File: src/hdl/wtls_pkg.sv
// Package for the weighted two-term least-squares core.
// Holds beat types, controller/datapath command and status structs, and sizes.
// No dependencies.
package wtls_pkg;

    localparam int SUM_W     = 64;   // accumulator width, scale 2^-32
    localparam int PROD_W    = 129;  // signed width of products and differences
    localparam int MAG_W     = 128;  // unsigned magnitude of a wide product
    localparam int NUM_W     = 145;  // dividend: magnitude shifted by 16 plus half divisor
    localparam int COEF_W    = 32;
    localparam int DIV_STEPS = NUM_W;
    localparam int DIV_CNT_W = 8;
    localparam int PROD_LAST = 5;    // six wide products per solve
    localparam int STEP_STORE = 6;   // product step that writes the result

    typedef struct packed {
        logic signed [15:0] data_value;
        logic signed [15:0] model_one;
        logic signed [15:0] model_two;
        logic        [15:0] weight;
        logic               valid_req;
        logic               last_item;
    } sample_t;

    typedef struct packed {
        logic signed [31:0] coef_one;
        logic signed [31:0] coef_two;
        logic               solved;
    } result_t;

    typedef struct packed {
        logic load;
        logic mul_terms;
        logic mul_weight;
        logic accum;
        logic prod_init;
        logic prod_run;
        logic check;
        logic div_init;
        logic div_run;
        logic div_store;
        logic div_sel;
        logic finish;
    } cmd_t;

    typedef struct packed {
        logic last;
        logic prod_done;
        logic div_done;
        logic ok;
    } stat_t;

endpackage

File: src/hdl/wtls_ctrl.sv
// Controller state machine for the weighted two-term least-squares core.
// Depends on wtls_pkg (cmd_t, stat_t).
module wtls_ctrl (
    input  logic           clk,
    input  logic           rst_n,
    input  logic           sample_valid,
    output logic           sample_ready,
    output logic           result_valid,
    input  logic           result_ready,
    input  wtls_pkg::stat_t stat,
    output wtls_pkg::cmd_t  cmd
);

    typedef enum logic [11:0] {
        ST_IDLE      = 12'b000000000001,
        ST_TERMS     = 12'b000000000010,
        ST_WEIGHT    = 12'b000000000100,
        ST_ACCUM     = 12'b000000001000,
        ST_PROD      = 12'b000000010000,
        ST_CHECK     = 12'b000000100000,
        ST_DIV_ONE   = 12'b000001000000,
        ST_STORE_ONE = 12'b000010000000,
        ST_INIT_TWO  = 12'b000100000000,
        ST_DIV_TWO   = 12'b001000000000,
        ST_STORE_TWO = 12'b010000000000,
        ST_FINISH    = 12'b100000000000
    } state_t;

    state_t state_reg, state_next;
    logic   out_valid_reg, out_valid_next;

    always_comb
    begin
        state_next     = state_reg;
        cmd            = '0;
        out_valid_next = out_valid_reg && !result_ready;
        case (state_reg)
            ST_IDLE:
            begin
                if (sample_valid)
                begin
                    cmd.load   = 1'b1;
                    state_next = ST_TERMS;
                end
            end
            ST_TERMS:
            begin
                cmd.mul_terms = 1'b1;
                state_next    = ST_WEIGHT;
            end
            ST_WEIGHT:
            begin
                cmd.mul_weight = 1'b1;
                state_next     = ST_ACCUM;
            end
            ST_ACCUM:
            begin
                cmd.accum = 1'b1;
                if (stat.last)
                begin
                    cmd.prod_init = 1'b1;
                    state_next    = ST_PROD;
                end
                else
                begin
                    state_next = ST_IDLE;
                end
            end
            ST_PROD:
            begin
                cmd.prod_run = 1'b1;
                if (stat.prod_done)
                    state_next = ST_CHECK;
            end
            ST_CHECK:
            begin
                cmd.check = 1'b1;
                if (stat.ok)
                begin
                    cmd.div_init = 1'b1;
                    state_next   = ST_DIV_ONE;
                end
                else
                begin
                    state_next = ST_FINISH;
                end
            end
            ST_DIV_ONE:
            begin
                cmd.div_run = 1'b1;
                if (stat.div_done)
                    state_next = ST_STORE_ONE;
            end
            ST_STORE_ONE:
            begin
                cmd.div_store = 1'b1;
                state_next    = ST_INIT_TWO;
            end
            ST_INIT_TWO:
            begin
                cmd.div_init = 1'b1;
                cmd.div_sel  = 1'b1;
                state_next   = ST_DIV_TWO;
            end
            ST_DIV_TWO:
            begin
                cmd.div_run = 1'b1;
                cmd.div_sel = 1'b1;
                if (stat.div_done)
                    state_next = ST_STORE_TWO;
            end
            ST_STORE_TWO:
            begin
                cmd.div_store = 1'b1;
                cmd.div_sel   = 1'b1;
                state_next    = ST_FINISH;
            end
            ST_FINISH:
            begin
                // hold until the output register is free
                if (!out_valid_reg || result_ready)
                begin
                    cmd.finish     = 1'b1;
                    out_valid_next = 1'b1;
                    state_next     = ST_IDLE;
                end
            end
            default:
            begin
                state_next = ST_IDLE;
            end
        endcase
    end

    always_ff @(posedge clk or negedge rst_n)
    begin
        if (!rst_n)
        begin
            state_reg     <= ST_IDLE;
            out_valid_reg <= 1'b0;
        end
        else
        begin
            state_reg     <= state_next;
            out_valid_reg <= out_valid_next;
        end
    end

    assign sample_ready = (state_reg == ST_IDLE);
    assign result_valid = out_valid_reg;

endmodule

File: config.mk
export PLATFORM = sky130hd
export DESIGN_NAME = wtls_ctrl
export DESIGN_NICKNAME = d
export VERILOG_FILES = /design/src/hdl/wtls_pkg.sv /design/src/hdl/wtls_ctrl.sv
export SDC_FILE = /design/constraint.sdc
export NUM_CORES = 1
export LEC_CHECK = 0
export CAP_MARGIN = 10
export CORE_UTILIZATION = 55
export CTS_CLUSTER_SIZE = 10
export DETAILED_ROUTE_END_ITERATION = 6
export DONT_BUFFER_PORTS = 1
export PLACE_DENSITY = 0.71
export SLEW_MARGIN = 20
export SYNTH_ARGS = -nofsm -noshare
export SYNTH_HDL_FRONTEND = slang
export SYNTH_SLANG_ARGS = --single-unit
File: constraint.sdc
create_clock -name clk -period 3.1 [get_ports clk]
set_clock_uncertainty 0.2 [all_clocks]
set_input_delay 0.465 -clock clk [delete_from_list [all_inputs] [get_ports clk]]
set_output_delay 0.465 -clock clk [all_outputs]
set_load 0.01 [all_outputs]
==> impl_metrics.env <==
export IMPL_clockBufferDepth=2
export IMPL_endpoint_kind="primary output"
export IMPL_yosysSeqAreaShare=0.344
export IMPL_critPathKind="reg2out"
export IMPL_wl_per_cell_um=16.6
export IMPL_stdcell_count=113
export IMPL_critPathRequiredTime_ns=2.43
export IMPL_use_met2=0.290
export IMPL_fin_crit_ns=2.71
export IMPL_via_count=738
export IMPL_drive_gt1_frac=0.175
export IMPL_die_x_um=43.6
export IMPL_ir_drop_v=0.000315
export IMPL_die_h_um=43.6
export IMPL_rsz0062_at_grt="false"
export IMPL_nets=106
export IMPL_grt_pass1_vias=684
export IMPL_synth_distinct_cells=41
export IMPL_worst_r2r_setup_slack_ns=0.97
export IMPL_arrival_ns=2.05
export IMPL_fin_ws_ns=0.389
export IMPL_antenna_found_initial=0
export IMPL_dp_cells=108
export IMPL_dr_pass1_iters=6
export IMPL_grt_total_usage=0.223
export IMPL_hp_class="in2reg"
export IMPL_max_freq_mhz=369
export IMPL_grt_max_degree=14
export IMPL_root_buffer="clkbuf_4"
export IMPL_fillerInstances=139
export IMPL_synth_area_top_cells="dfrtp_1 32%, nor4_4 9.0%, nand2b_1 4.0%, dfstp_2 2.8%, nor2_1 2.8%"
export IMPL_synthCells=98
export IMPL_rows=14
export IMPL_crit_path_start_kind="register"
export IMPL_maxSlewViolCount=0
export IMPL_grt_pass1_wl_um=3110
export IMPL_place_hpwl_um=1440
export IMPL_cts_tree="done"
export IMPL_relSlewSlack=0.588
export IMPL_place_congestion=0.814
export IMPL_p_per_area_nw_per_um2=584
export IMPL_area_delta_synth_final_pct=1.19
export IMPL_cts_sinks=13
export IMPL_fp_coreArea_um2=1560
export IMPL_worstReg2RegEnd="state_reg[4]$_DFFE_PN0P_"
export IMPL_gr_max_usage_layer="met1"
export IMPL_cp_max_fo=10
export IMPL_avgSynthCellArea_um2=9.69
export IMPL_synth_common_cells="12 x dfrtp_1, 7 x nor2_1, 6 x nand2b_1"
export IMPL_largest_register_ffs=12
export IMPL_wl_um=1880
export IMPL_via_per_inst=6.53
export IMPL_synth_cell_area_um2=950
export IMPL_synth_flop_cell="dfrtp_1"
export IMPL_ant_nets=0
export IMPL_antennaDiodeCount=0
export IMPL_worstMarginPinSlew_ns=0.616
export IMPL_post_cts_buffers=0
export IMPL_gr_total_overflow=0
export IMPL_synth_nets=106
export IMPL_setup_viol=0
export IMPL_period_share=0.874
export IMPL_dieArea_um2=1900
export IMPL_ioPinCount=22
export IMPL_hold_viol_final=0
export IMPL_setup_tns_ns=0
export IMPL_failed_checks="design-rule violations"
export IMPL_r2r_start="state_reg[9]$_DFFE_PN0P_"
export IMPL_r2r_cells=5
export IMPL_port_buffers=0
export IMPL_initial_core_util=0.609
export IMPL_drtIter0Drc=19
export IMPL_multi_input_area_um2=567
export IMPL_h_tree_depth=1
export IMPL_synth_most_common_cell="dfrtp_1"
export IMPL_met3_usage=0.0333
export IMPL_ys_ff_latch=13
export IMPL_regArea_um2=327
export IMPL_p_leak_nw=0.435
export IMPL_grtUsageMet1=0.342
export IMPL_status="finished with violations"
export IMPL_numCtsBuffers=3
export IMPL_crit_path_end="cmd[4]"
export IMPL_synth_top_area_share=0.316
export IMPL_startpoint="state_reg[9]$_DFFE_PN0P_"
export IMPL_clkLatencyLatePin_ns=0.28
export IMPL_yosysTopAreaCell="dfrtp_1"
export IMPL_dpl_worst_slack_ns=0.678
export IMPL_synth_edff_count=0
export IMPL_synthArstFlopShare=1.00
export IMPL_synth_warnings=0
export IMPL_drc=2
export IMPL_drv_cap=0
export IMPL_path_clk_slew_ns=0.09
[critical path: stages (launching register included)]
cell and delay (ns):
dfrtp_1 0.49, nor4_4 0.44, nand3_1 0.20, nor3b_2 0.38, nand2_1 0.10, o21ai_1 0.16
[repair_timing]
item                                    4_1_cts  5_1_grt
hold buffers                                  1        0
gates resized for setup                       0        0
hold endpoints to repair                     13        0
endpoints found under the setup margin        0        0
[worst min path at each step]
| stage | startpoint | to | slack (ns) | cells past startpoint |
|---|---|---|---|---|
| finish | sample_valid | state_reg[1]$_DFFE_PN0P_ | 0.11 | 1 |
| CTS | sample_valid | state_reg[1]$_DFFE_PN0P_ | 0.11 | 1 |
| detailed placement | rst_n | state_reg[8]$_DFFE_PN0P_ | -0.03 | 0 |
| global route | stat[0] | state_reg[6]$_DFFE_PN0P_ | 0.11 | 1 |
| global placement | rst_n | state_reg[10]$_DFFE_PN0P_ | -0.03 | 0 |
| floorplan | rst_n | result_valid$_DFF_PN0_ | -0.03 | 0 |
[metrics by stage]
stage	util	hold slack, ns	total power [mW]	cell area, um2
finish	0.616	0.113	0.561	961
detailed placement	0.593	-0.0303	0.449	925
global placement	0.593	-0.0303	0.448	925
CTS	0.616	0.113	0.563	961
floorplan	-	-0.0306	0.422	950
global route	0.616	0.112	0.598	961
[power by group]
part,internal [mW],total (mW),switching [mW]
registers,0.192,0.240,0.0472
clock network,0.0499,0.110,0.0600
logic,0.0900,0.212,0.122
total,0.332,0.561,0.229
[metal layers]
| metal | up-vias | wire length [um] |
|---|---|---|
| met5 | - | 0 |
| met4 | 0 | 56 |
| met3 | 6 | 81 |
| met2 | 25 | 750 |
| met1 | 347 | 990 |
| li1 | 360 | - |
[layout make-up]
| cell class | instances | share of cell area |
|---|---|---|
| inverters | 3 | 0.0117 |
| flip-flops and latches | 13 | 0.340 |
| well taps | 16 | 0.0208 |
| multi-input cells | 76 | 0.590 |
| repair buffers | 1 | 0.0104 |
| clock buffers | 4 | 0.0273 |
[placed cells by master (no fill, tap or decap), types with 2 or more instances in the layout]
cell / instances
nor3b_1: 3
xor2_1: 2
nand2b_1: 6
a21oi_1: 2
clkbuf_4: 3
inv_1: 3
nor2_1: 7
nand3_1: 5
and2_1: 4
nand2_1: 4
nor4_1: 3
or4b_1: 2
nor3b_2: 2
dfrtp_1: 12
nand4_1: 2
nor3_2: 2
nor4_4: 4
nand3b_1: 3
nor3_1: 4
o21ai_0: 3
[logic make-up (layout without fill, tap and decap cells)]
group	Yosys count	in the layout	synth area share
DFF	13	13	0.344
and+or+nand+nor	60	60	0.470
AOI/OAI and AO/OA	12	12	0.0883
xor gates and xnor gates	3	3	0.0277
buffers and inverters	9	8	0.0593
muxes	1	1	0.0105
No activity file was read; power rests on OpenSTA's default activity.
